[config.mk]
export PLATFORM = sky130hd
export DESIGN_NAME = tga_rle_pixel_decoder_flat
export DESIGN_NICKNAME = d
export VERILOG_FILES = /design/src/rtl/core/tgarle_pkg.sv /design/src/rtl/core/tgarle_ifs.sv /design/src/rtl/core/tgarle_front.sv /design/src/rtl/core/tgarle_back.sv /design/src/rtl/core/tga_rle_pixel_decoder.sv /design/src/flat_wrapper.sv
export SDC_FILE = /design/constraint.sdc
export NUM_CORES = 1
export LEC_CHECK = 0
export BUFFER_PORTS_ARGS = -buffer_cell sky130_fd_sc_hd__buf_4
export CAP_MARGIN = 20
export CORE_MARGIN = 1.5
export CORE_UTILIZATION = 40
export CTS_CLUSTER_SIZE = 10
export DETAILED_ROUTE_END_ITERATION = 8
export PLACE_DENSITY_LB_ADDON = 0.08
export SLEW_MARGIN = 20
export SYNTH_ARGS = -nofsm -noshare
export SYNTH_HDL_FRONTEND = slang
export SYNTH_SLANG_ARGS = --single-unit
[constraint.sdc]
create_clock -name clock -period 9.65 [get_ports clock]
set_input_delay 0.965 -clock clock [delete_from_list [all_inputs] [get_ports clock]]
set_output_delay 0.965 -clock clock [all_outputs]
set_load 0.01 [all_outputs]
[src/rtl/core/tgarle_pkg.sv]
// Shared types and constants for the TGA run-length pixel decoder.
package tgarle_pkg;

   localparam int PIXEL_COUNT_BITS = 24;
   localparam int PIXEL_COUNT_W    = 25;
   localparam int BPP_W            = 3;
   localparam int CSR_INDEX_W      = 2;
   localparam int CSR_DATA_W       = 25;
   localparam int CNT_CMP_W        = (PIXEL_COUNT_BITS + 1 > PIXEL_COUNT_W) ?
                                     PIXEL_COUNT_BITS + 1 : PIXEL_COUNT_W;

   localparam logic [BPP_W-1:0]         BPP_RESET         = BPP_W'(4);
   localparam logic [PIXEL_COUNT_W-1:0] PIXEL_COUNT_RESET = PIXEL_COUNT_W'(65536);
   localparam logic [7:0]               RUN_FLAG_MASK     = 8'h80;
   localparam logic [7:0]               RUN_LEN_MASK      = 8'h7F;

   typedef enum logic [CSR_INDEX_W-1:0] {
      CSR_BYTES_PER_PIXEL = 2'd0,
      CSR_PIXEL_COUNT     = 2'd1
   } csr_index_type;

   typedef enum logic [1:0] {
      STATUS_PIXEL   = 2'd0,
      STATUS_NONE    = 2'd1,
      STATUS_REFUSED = 2'd2,
      STATUS_IDLE    = 2'd3
   } status_type;

   typedef enum logic {
      OP_BYTE  = 1'b0,
      OP_DRAIN = 1'b1
   } op_type;

   typedef enum logic [3:0] {
      PH_HEADER      = 4'b0001,
      PH_LITERAL     = 4'b0010,
      PH_RUN_FILL    = 4'b0100,
      PH_RUN_PENDING = 4'b1000
   } phase_type;

   typedef struct packed {
      op_type     op;
      logic [7:0] data_byte;
   } item_type;

   typedef struct packed {
      logic                   we;
      logic [CSR_INDEX_W-1:0] index;
      logic [CSR_DATA_W-1:0]  wdata;
   } csr_write_type;

   typedef struct packed {
      status_type status;
      logic [7:0] pixel_b0;
      logic [7:0] pixel_b1;
      logic [7:0] pixel_b2;
      logic [7:0] pixel_b3;
      logic       image_done;
   } result_type;

endpackage

[src/rtl/core/tgarle_ifs.sv]
// Request and response channel interfaces of the TGA run-length pixel decoder.
interface tgarle_req_if;
   logic       valid;
   logic       ready;
   logic       req_type;
   logic [7:0] data_byte;

   modport source (output valid, output req_type, output data_byte, input ready);
   modport sink   (input valid, input req_type, input data_byte, output ready);
endinterface

interface tgarle_rsp_if;
   logic       valid;
   logic       ready;
   logic [1:0] status;
   logic [7:0] pixel_b0;
   logic [7:0] pixel_b1;
   logic [7:0] pixel_b2;
   logic [7:0] pixel_b3;
   logic       image_done;

   modport source (output valid, output status, output pixel_b0, output pixel_b1,
                   output pixel_b2, output pixel_b3, output image_done, input ready);
   modport sink   (input valid, input status, input pixel_b0, input pixel_b1,
                   input pixel_b2, input pixel_b3, input image_done, output ready);
endinterface

[src/rtl/core/tgarle_front.sv]
// Front end: accepts request transactions, classifies them and queues them.
module tgarle_front (
   input  logic                clock,
   input  logic                reset,
   tgarle_req_if.sink          req_ch,
   output logic                q_valid,
   output tgarle_pkg::item_type q_item,
   input  logic                q_pop
);
   import tgarle_pkg::*;

   item_type   entry_ff [2];
   logic       wr_ptr_ff, wr_ptr_in;
   logic       rd_ptr_ff, rd_ptr_in;
   logic [1:0] count_ff, count_in;
   logic       push;
   item_type   new_item;

   assign req_ch.ready = !reset && (count_ff != 2'd2);
   assign push         = req_ch.valid && req_ch.ready;
   assign new_item.op  = req_ch.req_type ? OP_DRAIN : OP_BYTE;
   assign new_item.data_byte = req_ch.data_byte;

   assign q_valid = (count_ff != 2'd0);
   assign q_item  = entry_ff[rd_ptr_ff];

   always_comb begin
      wr_ptr_in = push  ? ~wr_ptr_ff : wr_ptr_ff;
      rd_ptr_in = q_pop ? ~rd_ptr_ff : rd_ptr_ff;
      count_in  = count_ff + 2'(push) - 2'(q_pop);
   end

   always_ff @(posedge clock) begin
      if (reset) begin
         wr_ptr_ff <= 1'b0;
         rd_ptr_ff <= 1'b0;
         count_ff  <= 2'd0;
      end else begin
         wr_ptr_ff <= wr_ptr_in;
         rd_ptr_ff <= rd_ptr_in;
         count_ff  <= count_in;
      end
   end

   always_ff @(posedge clock) begin
      if (push) begin
         entry_ff[wr_ptr_ff] <= new_item;
      end
   end

endmodule

[src/rtl/core/tgarle_back.sv]
// Back end: packet state machine, pixel assembly and response register.
module tgarle_back (
   input  logic                      clock,
   input  logic                      reset,
   input  tgarle_pkg::csr_write_type csr,
   input  logic                      q_valid,
   input  tgarle_pkg::item_type      q_item,
   output logic                      q_pop,
   tgarle_rsp_if.source              rsp_ch
);
   import tgarle_pkg::*;

   logic [BPP_W-1:0]            bpp_ff;
   logic [PIXEL_COUNT_W-1:0]    pixel_count_ff;
   phase_type                   phase_ff, phase_in;
   logic [6:0]                  left_ff, left_in;
   logic [1:0]                  bip_ff, bip_in;
   logic [31:0]                 buf_ff, buf_in, buf_upd;
   logic [PIXEL_COUNT_BITS-1:0] written_ff, written_in;
   logic                        rsp_valid_ff, rsp_valid_in;
   result_type                  rsp_ff, res;
   logic                        fire;
   logic                        size4;
   logic                        last_byte;
   logic                        emit_en;
   logic [31:0]                 emit_buf;
   logic [PIXEL_COUNT_BITS:0]   next_count;
   logic                        done;

   assign fire       = q_valid && (!rsp_valid_ff || rsp_ch.ready);
   assign q_pop      = fire;
   assign size4      = (bpp_ff == BPP_W'(4));
   assign last_byte  = ({1'b0, bip_ff} + 3'd1) >= (size4 ? 3'd4 : 3'd3);
   assign next_count = {1'b0, written_ff} + (PIXEL_COUNT_BITS+1)'(1);
   assign done       = CNT_CMP_W'(next_count) >= CNT_CMP_W'(pixel_count_ff);

   always_comb begin
      buf_upd = buf_ff;
      buf_upd[{bip_ff, 3'b000} +: 8] = q_item.data_byte;
   end

   always_comb begin
      phase_in   = phase_ff;
      left_in    = left_ff;
      bip_in     = bip_ff;
      buf_in     = buf_ff;
      written_in = written_ff;
      emit_en    = 1'b0;
      emit_buf   = buf_ff;
      res        = '0;
      res.status = STATUS_IDLE;
      if (fire) begin
         unique case (q_item.op)
            OP_DRAIN: begin
               if (phase_ff == PH_RUN_PENDING) begin
                  emit_en = 1'b1;
               end
            end
            OP_BYTE: begin
               unique case (phase_ff)
                  PH_RUN_PENDING: res.status = STATUS_REFUSED;
                  PH_HEADER: begin
                     left_in    = q_item.data_byte[6:0] & RUN_LEN_MASK[6:0];
                     bip_in     = 2'd0;
                     buf_in     = '0;
                     phase_in   = ((q_item.data_byte & RUN_FLAG_MASK) != 8'd0) ?
                                  PH_RUN_FILL : PH_LITERAL;
                     res.status = STATUS_NONE;
                  end
                  PH_LITERAL, PH_RUN_FILL: begin
                     buf_in     = buf_upd;
                     res.status = STATUS_NONE;
                     if (last_byte) begin
                        bip_in = 2'd0;
                        if (phase_ff == PH_LITERAL) begin
                           emit_en  = 1'b1;
                           emit_buf = buf_upd;
                        end else begin
                           phase_in = PH_RUN_PENDING;
                        end
                     end else begin
                        bip_in = bip_ff + 2'd1;
                     end
                  end
                  default: phase_in = PH_HEADER;
               endcase
            end
            default: phase_in = PH_HEADER;
         endcase
      end
      if (emit_en) begin
         res.status     = STATUS_PIXEL;
         res.pixel_b0   = emit_buf[7:0];
         res.pixel_b1   = emit_buf[15:8];
         res.pixel_b2   = emit_buf[23:16];
         res.pixel_b3   = size4 ? emit_buf[31:24] : 8'd0;
         res.image_done = done;
         if (done) begin
            written_in = '0;
            phase_in   = PH_HEADER;
            left_in    = 7'd0;
         end else begin
            written_in = next_count[PIXEL_COUNT_BITS-1:0];
            if (left_ff == 7'd0) begin
               phase_in = PH_HEADER;
            end else begin
               left_in = left_ff - 7'd1;
            end
         end
      end
   end

   always_comb begin
      if (fire) begin
         rsp_valid_in = 1'b1;
      end else if (rsp_ch.ready) begin
         rsp_valid_in = 1'b0;
      end else begin
         rsp_valid_in = rsp_valid_ff;
      end
   end

   always_ff @(posedge clock) begin
      if (reset) begin
         bpp_ff         <= BPP_RESET;
         pixel_count_ff <= PIXEL_COUNT_RESET;
         phase_ff       <= PH_HEADER;
         left_ff        <= 7'd0;
         bip_ff         <= 2'd0;
         buf_ff         <= '0;
         written_ff     <= '0;
         rsp_valid_ff   <= 1'b0;
      end else begin
         if (csr.we) begin
            unique case (csr.index)
               CSR_BYTES_PER_PIXEL: bpp_ff         <= csr.wdata[BPP_W-1:0];
               CSR_PIXEL_COUNT:     pixel_count_ff <= csr.wdata[PIXEL_COUNT_W-1:0];
               default: ;
            endcase
         end
         phase_ff     <= phase_in;
         left_ff      <= left_in;
         bip_ff       <= bip_in;
         buf_ff       <= buf_in;
         written_ff   <= written_in;
         rsp_valid_ff <= rsp_valid_in;
      end
   end

   always_ff @(posedge clock) begin
      if (fire) begin
         rsp_ff <= res;
      end
   end

   assign rsp_ch.valid      = rsp_valid_ff;
   assign rsp_ch.status     = rsp_ff.status;
   assign rsp_ch.pixel_b0   = rsp_ff.pixel_b0;
   assign rsp_ch.pixel_b1   = rsp_ff.pixel_b1;
   assign rsp_ch.pixel_b2   = rsp_ff.pixel_b2;
   assign rsp_ch.pixel_b3   = rsp_ff.pixel_b3;
   assign rsp_ch.image_done = rsp_ff.image_done;

endmodule

[src/rtl/core/tga_rle_pixel_decoder.sv]
// Top level of the TGA run-length pixel decoder.
//
//   channel   direction  handshake      payload
//   req_ch    in         valid/ready    req_type, data_byte
//   rsp_ch    out        valid/ready    status, pixel_b0..pixel_b3, image_done
//   csr_*     in         write enable   csr_index, csr_wdata
//
// One response per request transaction; one transaction per cycle sustained
// while rsp_ch is not stalled. A request is held in the two-entry queue and
// then in the response register before its response is valid.
// Reset is synchronous. The queue and response register let either side
// stall without blocking the other until the queue fills.
module tga_rle_pixel_decoder (
   input  logic                                clock,
   input  logic                                reset,
   tgarle_req_if.sink                          req_ch,
   tgarle_rsp_if.source                        rsp_ch,
   input  logic                                csr_we,
   input  logic [tgarle_pkg::CSR_INDEX_W-1:0]  csr_index,
   input  logic [tgarle_pkg::CSR_DATA_W-1:0]   csr_wdata
);
   import tgarle_pkg::*;

   csr_write_type csr;
   logic          q_valid;
   item_type      q_item;
   logic          q_pop;

   assign csr.we    = csr_we;
   assign csr.index = csr_index;
   assign csr.wdata = csr_wdata;

   tgarle_front u_front (
      .clock   (clock),
      .reset   (reset),
      .req_ch  (req_ch),
      .q_valid (q_valid),
      .q_item  (q_item),
      .q_pop   (q_pop)
   );

   tgarle_back u_back (
      .clock   (clock),
      .reset   (reset),
      .csr     (csr),
      .q_valid (q_valid),
      .q_item  (q_item),
      .q_pop   (q_pop),
      .rsp_ch  (rsp_ch)
   );

endmodule
[src/flat_wrapper.sv]
// flat-port wrapper written by rule: the top's interface ports become plain ports
module tga_rle_pixel_decoder_flat import tgarle_pkg::*;
  (clock, reset, csr_we, csr_index, csr_wdata, req_ch_valid, req_ch_req_type, req_ch_data_byte, req_ch_ready, rsp_ch_valid, rsp_ch_status, rsp_ch_pixel_b0, rsp_ch_pixel_b1, rsp_ch_pixel_b2, rsp_ch_pixel_b3, rsp_ch_image_done, rsp_ch_ready);
  tgarle_req_if req_ch_i ();
  tgarle_rsp_if rsp_ch_i ();
  input  logic clock;
  input  logic reset;
  input  logic csr_we;
  input  logic [tgarle_pkg::CSR_INDEX_W-1:0] csr_index;
  input  logic [tgarle_pkg::CSR_DATA_W-1:0] csr_wdata;
  input wire logic [$bits(req_ch_i.valid)-1:0] req_ch_valid;
  input wire logic [$bits(req_ch_i.req_type)-1:0] req_ch_req_type;
  input wire logic [$bits(req_ch_i.data_byte)-1:0] req_ch_data_byte;
  output wire logic [$bits(req_ch_i.ready)-1:0] req_ch_ready;
  output wire logic [$bits(rsp_ch_i.valid)-1:0] rsp_ch_valid;
  output wire logic [$bits(rsp_ch_i.status)-1:0] rsp_ch_status;
  output wire logic [$bits(rsp_ch_i.pixel_b0)-1:0] rsp_ch_pixel_b0;
  output wire logic [$bits(rsp_ch_i.pixel_b1)-1:0] rsp_ch_pixel_b1;
  output wire logic [$bits(rsp_ch_i.pixel_b2)-1:0] rsp_ch_pixel_b2;
  output wire logic [$bits(rsp_ch_i.pixel_b3)-1:0] rsp_ch_pixel_b3;
  output wire logic [$bits(rsp_ch_i.image_done)-1:0] rsp_ch_image_done;
  input wire logic [$bits(rsp_ch_i.ready)-1:0] rsp_ch_ready;
  assign req_ch_i.valid = req_ch_valid;
  assign req_ch_i.req_type = req_ch_req_type;
  assign req_ch_i.data_byte = req_ch_data_byte;
  assign req_ch_ready = req_ch_i.ready;
  assign rsp_ch_valid = rsp_ch_i.valid;
  assign rsp_ch_status = rsp_ch_i.status;
  assign rsp_ch_pixel_b0 = rsp_ch_i.pixel_b0;
  assign rsp_ch_pixel_b1 = rsp_ch_i.pixel_b1;
  assign rsp_ch_pixel_b2 = rsp_ch_i.pixel_b2;
  assign rsp_ch_pixel_b3 = rsp_ch_i.pixel_b3;
  assign rsp_ch_image_done = rsp_ch_i.image_done;
  assign rsp_ch_i.ready = rsp_ch_ready;
  tga_rle_pixel_decoder u_core (.clock(clock), .reset(reset), .req_ch(req_ch_i), .rsp_ch(rsp_ch_i), .csr_we(csr_we), .csr_index(csr_index), .csr_wdata(csr_wdata));
endmodule
==> impl_metrics.env, run 1 <==
export IMPL_synth_ff_type="dfxtp_1"
export IMPL_gp_congestion=0.840
export IMPL_grt_pass1_vias=6246
export IMPL_ys_top_cells_by_area="dfxtp_1, edfxtp_1, ha_1"
export IMPL_synthArstFlopShare=0
export IMPL_worst_clock_skew_ns=0.0116
export IMPL_finalMaxSlewViolations=0
export IMPL_fmax_mhz=216
export IMPL_die_x_um=144
export IMPL_num_rows=51
export IMPL_required_ns=9.96
export IMPL_cts_clk_slew_worst_paths_ns=0.06
export IMPL_syn2layout_area_growth_pct=16.6
export IMPL_syn_cell_area_um2=7900
export IMPL_hold_class="reg2reg"
export IMPL_fin_area_um2=9210
export IMPL_grt_start_max_net_pins=109
export IMPL_tns_ns=0
export IMPL_status="finished, final reports clean"
export IMPL_ant_nets=0
export IMPL_die_y_um=144
export IMPL_critPathArrivalTime_ns=4.93
export IMPL_grt_pass1_wl_mm=31.1
export IMPL_final_layout_size_suffix_gt1_frac=0.157
export IMPL_cpMaxStageDelayCell="nor2_2"
export IMPL_p_per_area_nw_per_um2=215
export IMPL_grt_overflow_total=0
export IMPL_fin_crit_sh=0.480
export IMPL_grt_antenna_before_repair=0
export IMPL_synthTopCellsByCount="dfxtp_1, nand2_1, nor2_1"
export IMPL_finalHoldViolCount=0
export IMPL_yosys_warnings=0
export IMPL_avgViaCountPerCell=5.47
export IMPL_nFillCells=1889
export IMPL_core_area_um2=19400
export IMPL_cts_root_buf="clkbuf_16"
export IMPL_rsz0062_at_grt="no"
export IMPL_n_antenna_cell=0
export IMPL_dpl_cell_area_um2=8630
export IMPL_start_util=0.407
export IMPL_setup_violations=0
export IMPL_clk_latency_ns=0.43
export IMPL_die_area_um2=20600
export IMPL_dp_cells=1155
export IMPL_ys_seq_area_frac=0.463
export IMPL_grt_use_total=0.192
export IMPL_postCtsResizedCells=0
export IMPL_ir_drop_mv=0.153
export IMPL_tightest_slew_ns=0.980
export IMPL_yosys_area_top_type="dfxtp_1"
export IMPL_period_minus_slack_ns=4.63
export IMPL_final_util=0.475
export IMPL_numCtsBuffers=17
export IMPL_cts_hold_buf=0
export IMPL_clock_sinks=156
export IMPL_nNetsFinal=988
export IMPL_numPortBuffers=77
export IMPL_yosysMostFrequentCell="dfxtp_1"
export IMPL_power_leakage_uw=0.00325
export IMPL_hpwl_mm=12.8
export IMPL_yosysTopAreaCellShare=0.261
export IMPL_synth_edf_count=53
export IMPL_vias=6497
export IMPL_pre_cts_slack_ns=5.11
export IMPL_synth_cell_types=68
export IMPL_synth_area_per_cell_um2=9.26
export IMPL_drv_cap=0
export IMPL_cp_end_kind="register"
export IMPL_htree_levels=4
export IMPL_layout_setup_ws_ns=5.02
export IMPL_wl_per_cell_um=16.0
export IMPL_drt_total_wl_mm=19.0
export IMPL_tritoncts="done"
export IMPL_max_slew_margin=0.345
export IMPL_drcViolationCount=0
export IMPL_synthCells=853
export IMPL_fin_cells=1187
export IMPL_worstPathMaxFanout=28
export IMPL_ios=78
export IMPL_startpoint_type="register"
export IMPL_clockBufferDepth=2
export IMPL_slowest_delay_ns=0.60
export IMPL_post_cts_setup_buffers=0
export IMPL_synth_seq_cells=156
export IMPL_cp_cell_sequence="ha_1 -> and4_1 -> and4_1 -> and3_1 -> and3_1 -> xor2_1 -> ha_1 -> nand4_2 -> nor3_1 -> a221o_1 -> nor2_2 -> buf_4 -> a31oi_2 -> or3b_1"
export IMPL_dr_pass1_iters=5
export IMPL_synth_nets=932
export IMPL_worstSetupPathType="reg2reg"
export IMPL_drt_iter0_drc=466
[worst max-delay path: cells and delay by family (launching register included)]
kind | cells | cell delay, ns
simple gates | 8 | 2.39
xor+xnor | 1 | 0.19
buf+inv | 1 | 0.44
fa+ha+maj | 2 | 0.53
compound gates | 2 | 0.55
flops | 1 | 0.41
[power breakdown]
group,total [µW],internal (µW),switching [µW]
combinational,494,195,299
clock,657,365,291
sequential,830,780,50.5
total,1980,1340,641
[area by class of cell]
cell class,instances,area [µm²],share of cell area
well taps,265,332,0.0360
repair buffers,82,619,0.0672
inverters,45,169,0.0183
clock inverters,14,153,0.0166
flip-flops and latches,156,3650,0.397
multi-input cells,607,3860,0.419
clock buffers,18,429,0.0466
[stage by stage]
step / power [µW] / hold slack (ns)
2_1_floorplan: 1160 / 0.436
3_3_place_gp: 1330 / 0.445
3_5_place_dp: 1340 / 0.448
4_1_cts: 2000 / 0.457
5_1_grt: 2090 / 0.484
6_report: 1980 / 0.453
[metal layers]
metal / vias up / global-route usage / wire length [µm]
met5: - / 0 / 0
met4: 0 / 0.0714 / 314
met3: 22 / 0.0327 / 885
met2: 164 / 0.301 / 8760
met1: 3107 / 0.265 / 9090
li1: 3204 / - / -
[flip-flops by register name, summed over array words and instances (netlist names), 3 cells and up, named ones only]
| signal | count |
|---|---|
| u_core.u_back.bpp_ff | 3 |
| u_core.u_back.buf_ff | 32 |
| u_core.u_back.left_ff | 7 |
| u_core.u_back.phase_ff | 4 |
| u_core.u_back.pixel_count_ff | 25 |
| u_core.u_back.rsp_ch.pixel_b0 | 8 |
| u_core.u_back.rsp_ch.pixel_b1 | 8 |
| u_core.u_back.rsp_ch.pixel_b2 | 8 |
| u_core.u_back.rsp_ch.pixel_b3 | 8 |
| u_core.u_back.written_ff | 24 |
| u_core.u_front.entry_ff | 18 |
[cell usage in the layout, fill, tap and decap left out, types with 6 or more instances in the layout]
master and instances:
edfxtp_1 53, xor2_1 10, mux2_2 8, o21a_1 7, inv_1 44, or3_1 7
o21ai_0 12, a21oi_1 61, nand4_1 30, ha_1 38, clkbuf_16 17, nand4b_1 7
buf_4 81, a31oi_1 19, nor2b_1 6, and3_1 9, nor3_1 10, nand3_1 16
nor2_1 96, dfxtp_1 103, and4_1 7, nand2_1 102, xnor2_1 19, nor4b_1 6
a22oi_1 60
[path summary, 6_finish.rpt]
kind	depth (start not counted)	start	slack [ns]	to
max	14	u_core.u_back.written_ff[0]	5.02	u_core.u_back.phase_ff[0]
min	2	u_core.u_back.pixel_count_ff[3]	0.45	u_core.u_back.pixel_count_ff[3]
max reg2reg	14	u_core.u_back.written_ff[0]	5.02	u_core.u_back.phase_ff[0]
min reg2reg	2	u_core.u_back.pixel_count_ff[3]	0.45	u_core.u_back.pixel_count_ff[3]
[cell families (layout without fill, tap and decap cells)]
| logic type | after synthesis | count (layout) | share of synthesized area |
|---|---|---|---|
| AOI/OAI and AO/OA | 191 | 191 | 0.160 |
| adders and majority gates | 38 | 38 | 0.0602 |
| buffers and inverters | 90 | 159 | 0.0489 |
| and+or+nand+nor | 337 | 337 | 0.217 |
| DFF | 156 | 156 | 0.463 |
| muxes | 12 | 12 | 0.0187 |
| xor gates and xnor gates | 29 | 29 | 0.0322 |
Note: power is estimated with default switching activity, not from simulation.
==> run 2: changes to the inputs <==
==> constraint.sdc (replaced) <==
create_clock -name clock -period 3.74 [get_ports clock]
set_input_delay 0.374 -clock clock [delete_from_list [all_inputs] [get_ports clock]]
set_output_delay 0.374 -clock clock [all_outputs]
set_load 0.01 [all_outputs]
==> run 2 against run 1 <==
- first-iteration DRC count shrank 12%
- wire length rose by 1.9%
- worst setup slack got worse by 4.9 ns
- total power rose to 2.6 times the previous value
- die area did not move
- utilization increased by 1.6 points
- critical path depth unchanged
- via count grew 2.4%
- sequential share of layout area shrank 1.2 points
- critical endpoint is now u_core.u_back.written_ff[15]
- highest routed layer unchanged
==> impl_metrics.env, run 2 (synthesized netlist as in run 1, its figures left out) <==
export IMPL_worstPathMaxFanout=8
export IMPL_required_ns=4.02
export IMPL_dr_pass1_iters=5
export IMPL_path_buf_inv=1
export IMPL_numPortBuffers=77
export IMPL_switchingPower_uw=1680
export IMPL_start_util=0.407
export IMPL_tritoncts="done"
export IMPL_worst_clock_skew_ns=0.00868
export IMPL_top_usage_layer="met2"
export IMPL_layout_setup_ws_ns=0.158
export IMPL_drt_total_wl_mm=19.4
export IMPL_vias=6653
export IMPL_finalPower_uw=5190
export IMPL_avgViaCountPerCell=5.48
export IMPL_holdWs_ns=0.121
export IMPL_gr_usage_met3=0.0283
export IMPL_clock_sinks=156
export IMPL_grt_util_met2=0.302
export IMPL_cts_clk_slew_worst_paths_ns=0.07
export IMPL_pre_cts_slack_ns=0.0598
export IMPL_nNetsFinal=1016
export IMPL_top_register="u_core.u_back.buf_ff"
export IMPL_period_minus_slack_ns=3.58
export IMPL_htree_levels=4
export IMPL_die_x_um=144
export IMPL_cts_root_buf="clkbuf_16"
export IMPL_tightest_slew_ns=0.964
export IMPL_cp_cell_sequence="ha_1 -> and4_1 -> and4_4 -> and3_4 -> and3_4 -> xor2_1 -> ha_1 -> nand4_2 -> or4_4 -> nor3_4 -> a21oi_4 -> buf_6 -> a41oi_1 -> a311oi_1"
export IMPL_critPathTopFamily="simple AND/OR/NAND/NOR gates"
export IMPL_critPathArrivalTime_ns=3.86
export IMPL_worstRegToRegCells=14
export IMPL_syn2layout_area_growth_pct=20.7
export IMPL_grt_pass1_vias=6214
export IMPL_ios=78
export IMPL_die_y_um=144
export IMPL_cp_end_kind="register"
export IMPL_largest_register_ffs=32
export IMPL_power_leakage_uw=0.00343
export IMPL_hpwl_mm=13.5
export IMPL_cts_hold_buf=0
export IMPL_worstSetupPathType="reg2reg"
export IMPL_ant_nets=0
export IMPL_finalMaxSlewViolations=0
export IMPL_ir_drop_mv=0.401
export IMPL_final_layout_size_suffix_gt1_frac=0.195
export IMPL_fin_cells=1215
export IMPL_switching_share=0.324
export IMPL_cp_depth=14
export IMPL_cpMaxStageDelayCell="or4_4"
export IMPL_wl_per_cell_um=16.0
export IMPL_p_int_uw=3510
export IMPL_num_rows=51
export IMPL_pwr_share_clk=0.329
export IMPL_clockBufferDepth=2
export IMPL_final_cell_mix="buf_4, nand2_1, dfxtp_1, nor2_1, a21oi_1"
export IMPL_grt_overflow_total=0
export IMPL_tns_ns=0
export IMPL_n_antenna_cell=0
export IMPL_grt_start_max_net_pins=60
export IMPL_comb_power_share=0.258
export IMPL_core_area_um2=19400
export IMPL_fin_crit_sh=0.958
export IMPL_grt_pass1_wl_mm=31.5
export IMPL_dp_cells=1180
export IMPL_slowest_delay_ns=0.56
export IMPL_startpoint_type="register"
export IMPL_final_common_cell="buf_4"
export IMPL_max_slew_margin=0.356
export IMPL_drv_cap=0
export IMPL_status="finished, final reports clean"
export IMPL_top_regs="u_core.u_back.buf_ff: 32 flops, u_core.u_back.pixel_count_ff: 25 flops, u_core.u_back.written_ff: 24 flops"
export IMPL_grt_use_met1=0.277
export IMPL_fmax_mhz=279
export IMPL_grt_antenna_before_repair=0
export IMPL_drcViolationCount=0
export IMPL_clk_latency_ns=0.43
export IMPL_numCtsBuffers=17
export IMPL_grt_use_total=0.195
export IMPL_gp_congestion=0.836
export IMPL_finalHoldViolCount=0
export IMPL_holdPathStages=1
export IMPL_setup_violations=0
export IMPL_hold_class="in2reg"
export IMPL_seqPwrFrac=0.413
export IMPL_die_area_um2=20600
export IMPL_drt_iter0_drc=408
export IMPL_p_per_area_nw_per_um2=544
run 2: worst reg2reg max path, stage by stage, from the launching register on:
cell,delay [ns]
dfxtp_1,0.37
ha_1,0.18
and4_1,0.23
and4_4,0.24
and3_4,0.23
and3_4,0.21
xor2_1,0.07
ha_1,0.31
nand4_2,0.12
or4_4,0.56
nor3_4,0.24
a21oi_4,0.17
buf_6,0.21
a41oi_1,0.22
a311oi_1,0.07
run 2: power by group through the flow:
stage / Combinational [µW] / Sequential (µW) / Clock (µW)
floorplan: 782 / 2200 / 0
global placement: 1310 / 2170 / 0
detailed placement: 1330 / 2180 / 0
CTS: 1330 / 2140 / 1750
global route: 1480 / 2170 / 1830
finish: 1340 / 2140 / 1710
run 2: timing repair:
item,in CTS,in global routing
setup endpoints to repair,0,35
buffers inserted,0,2
resized for setup,0,17
run 2: final cells by class:
cell class,instances,area (µm²)
fill,1893,9870
tap,265,332
inverter,45,169
clock buffer,18,429
multi-input combinational,607,3890
clock inverter,14,149
sequential,156,3660
timing repair buffer,110,901
run 2: layer usage:
layer,part of all wire,wire [µm]
met1,0.49,9430
met2,0.46,9020
met3,0.039,753
met4,0.011,208
met5,0,0
run 2: worst paths after layout:
kind / from / end / slack, ns
hold / removal: req_ch_data_byte[6] / u_core.u_front.entry_ff[0][6] / 0.12
setup reg to reg: u_core.u_back.written_ff[0] / u_core.u_back.written_ff[15] / 0.16
hold reg to reg: u_core.u_back.pixel_count_ff[21] / u_core.u_back.pixel_count_ff[21] / 0.46
setup / recovery: u_core.u_back.written_ff[0] / u_core.u_back.written_ff[15] / 0.16
run 2: metrics by stage:
stage / utilization / instance area [µm²]
finish: 0.491 / 9530
floorplan: - / 7900
CTS: 0.487 / 9440
detailed placement: 0.457 / 8870
global placement: 0.457 / 8870
global route: 0.491 / 9530
==> run 3: changes to the inputs <==
--- a/config.mk
+++ b/config.mk
@@ -8,9 +8,10 @@
 export BUFFER_PORTS_ARGS = -buffer_cell sky130_fd_sc_hd__buf_4
 export CAP_MARGIN = 20
 export CORE_MARGIN = 1.5
-export CORE_UTILIZATION = 40
+export CORE_UTILIZATION = 45
 export CTS_CLUSTER_SIZE = 10
 export DETAILED_ROUTE_END_ITERATION = 8
+export GPL_ROUTABILITY_DRIVEN = 0
 export PLACE_DENSITY_LB_ADDON = 0.08
 export SLEW_MARGIN = 20
 export SYNTH_ARGS = -nofsm -noshare
==> run 3 against run 2 <==
- total power fell by 0.48%
- fmax rose by 0.29%
- wire length fell by 2.7%
- utilization rose by 5.1 points
- critical path depth did not move
- hold slack improved by 0.0064 ns
- sequential share of layout area rose by 0.70 points
- worst setup slack improved by 0.010 ns
- global-route usage rose by 1.9 points
- clock-buffer cell count fell by 1
- register-to-register slack barely moved
- non-clock buffer count fell by 10
==> impl_metrics.env, run 3 (synthesized netlist as in run 1, its figures left out) <==
export IMPL_status="finished, final reports clean"
export IMPL_numPortBuffers=77
export IMPL_grt_antenna_before_repair=0
export IMPL_setup_violations=0
export IMPL_rsz0062_at_grt="no"
export IMPL_ant_nets=0
export IMPL_grt_overflow_total=0
export IMPL_clock_sinks=156
export IMPL_finalPower_uw=5160
export IMPL_tns_ns=0
export IMPL_max_slew_margin=0.355
export IMPL_cp_cell_sequence="ha_1 -> and4_1 -> and4_1 -> and3_2 -> and3_1 -> xor2_1 -> ha_1 -> nand4_2 -> or4_4 -> nor3_4 -> a21oi_2 -> buf_12 -> a41oi_1 -> a311oi_1"
export IMPL_worstSetupPathType="reg2reg"
export IMPL_die_x_um=135
export IMPL_htree_levels=4
export IMPL_p_int_uw=3490
export IMPL_pwr_share_clk=0.335
export IMPL_start_util=0.458
export IMPL_period_minus_slack_ns=3.57
export IMPL_grt_pass1_wl_mm=30.9
export IMPL_final_cell_mix="nand2_1, dfxtp_1, buf_4, nor2_1, a21oi_1"
export IMPL_worstPathMaxFanout=27
export IMPL_clk_latency_ns=0.43
export IMPL_cpMaxStageDelayCell="or4_4"
export IMPL_fin_crit_sh=0.955
export IMPL_grt_start_max_net_pins=69
export IMPL_dr_pass1_iters=6
export IMPL_cts_root_buf="clkbuf_16"
export IMPL_critPathArrivalTime_ns=3.85
export IMPL_core_area_um2=17200
export IMPL_switchingPower_uw=1670
export IMPL_tightest_slew_ns=0.965
export IMPL_hpwl_mm=13.1
export IMPL_comb_power_share=0.250
export IMPL_nNetsFinal=1006
export IMPL_ios=78
export IMPL_fmax_mhz=280
export IMPL_power_leakage_uw=0.00337
export IMPL_num_rows=48
export IMPL_grt_use_total=0.213
export IMPL_die_area_um2=18400
export IMPL_numCtsBuffers=17
export IMPL_clockBufferDepth=2
export IMPL_top_register="u_core.u_back.buf_ff"
export IMPL_grt_pass1_vias=6216
export IMPL_die_y_um=135
export IMPL_avgViaCountPerCell=5.68
export IMPL_vias=6613
export IMPL_drcViolationCount=0
export IMPL_ir_drop_mv=0.356
export IMPL_p_per_area_nw_per_um2=552
export IMPL_post_cts_setup_buffers=0
export IMPL_syn2layout_area_growth_pct=18.3
export IMPL_wl_per_cell_um=16.2
export IMPL_startpoint_type="register"
export IMPL_largest_register_ffs=32
export IMPL_switching_share=0.323
export IMPL_top_regs="u_core.u_back.buf_ff: 32 flops, u_core.u_back.pixel_count_ff: 25 flops, u_core.u_back.written_ff: 24 flops"
export IMPL_cts_clk_slew_worst_paths_ns=0.07
export IMPL_seqPwrFrac=0.414
export IMPL_n_antenna_cell=0
export IMPL_cp_end_kind="register"
export IMPL_drv_cap=0
export IMPL_finalMaxSlewViolations=0
export IMPL_tritoncts="done"
export IMPL_drt_total_wl_mm=18.9
export IMPL_slowest_delay_ns=0.56
export IMPL_required_ns=4.01
export IMPL_worst_clock_skew_ns=0.00947
export IMPL_final_common_cell="nand2_1"
export IMPL_finalHoldViolCount=0
export IMPL_drt_iter0_drc=438
export IMPL_rrSetupSlack_ns=0.17
export IMPL_hold_class="in2reg"
export IMPL_final_layout_size_suffix_gt1_frac=0.178
==> run 3: worst paths after layout <==
| kind | cells past startpoint | to | start |
|---|---|---|---|
| worst min register to register | 2 | u_core.u_back.pixel_count_ff[9] | u_core.u_back.pixel_count_ff[9] |
| worst max register to register | 14 | u_core.u_back.written_ff[22] | u_core.u_back.written_ff[0] |
| worst max-delay path | 14 | u_core.u_back.written_ff[22] | u_core.u_back.written_ff[0] |
| worst min-delay path | 1 | u_core.u_front.entry_ff[0][3] | req_ch_data_byte[3] |
==> run 3: timing repair <==
| item | CTS | global route |
|---|---|---|
| hold buffers | 0 | 0 |
| setup endpoints to repair | 0 | 36 |
| resized for setup | 0 | 7 |
==> run 3: layout make-up <==
cell class                      count  area, µm²
Sequential cell                   156       3660
Clock buffer                       17        425
Tap cell                          225        282
Multi-Input combinational cell    607       3870
Inverter                           45        169
Fill cell                        1572       7890
Clock inverter                     15        173
Timing Repair Buffer              100        771
==> run 3: routing by layer <==
metal | up-vias | track usage | wire [µm]
met1 | 3150 | 0.293 | 8800
met3 | 19 | 0.0374 | 1010
li1 | 3243 | - | -
met5 | - | 0 | 0
met4 | 0 | 0.0711 | 268
met2 | 201 | 0.341 | 8820
==> run 3: worst max-delay path, delay by kind of cell, from the launching register on <==
kind / cells / cell delay, ns
compound gates: 3 / 0.42
xor+xnor: 1 / 0.15
fa+ha+maj: 2 / 0.52
buf+inv: 1 / 0.22
flops: 1 / 0.35
simple gates: 7 / 1.76
==> run 3: power groups by stage <==
stage	clock network, µW	registers (µW)	logic, µW
6_report	1730	2140	1290
4_1_cts	1760	2140	1290
2_1_floorplan	0	2200	782
3_3_place_gp	0	2170	1270
5_1_grt	1840	2170	1440
3_5_place_dp	0	2180	1290
==> run 3: metrics by stage <==
step                      area (µm²)  instances  setup WS (ns)  utilization  hold slack [ns]
after global placement          8730       1133          0.208        0.506            0.442
after detailed placement        8730       1133          0.117        0.506            0.447
after CTS                       9320       1165         0.0772        0.541            0.112
after global routing            9350       1165         0.0142        0.542            0.105
final                           9350       1165          0.169        0.542            0.127
after floorplan                 7900        853          0.246            -            0.436
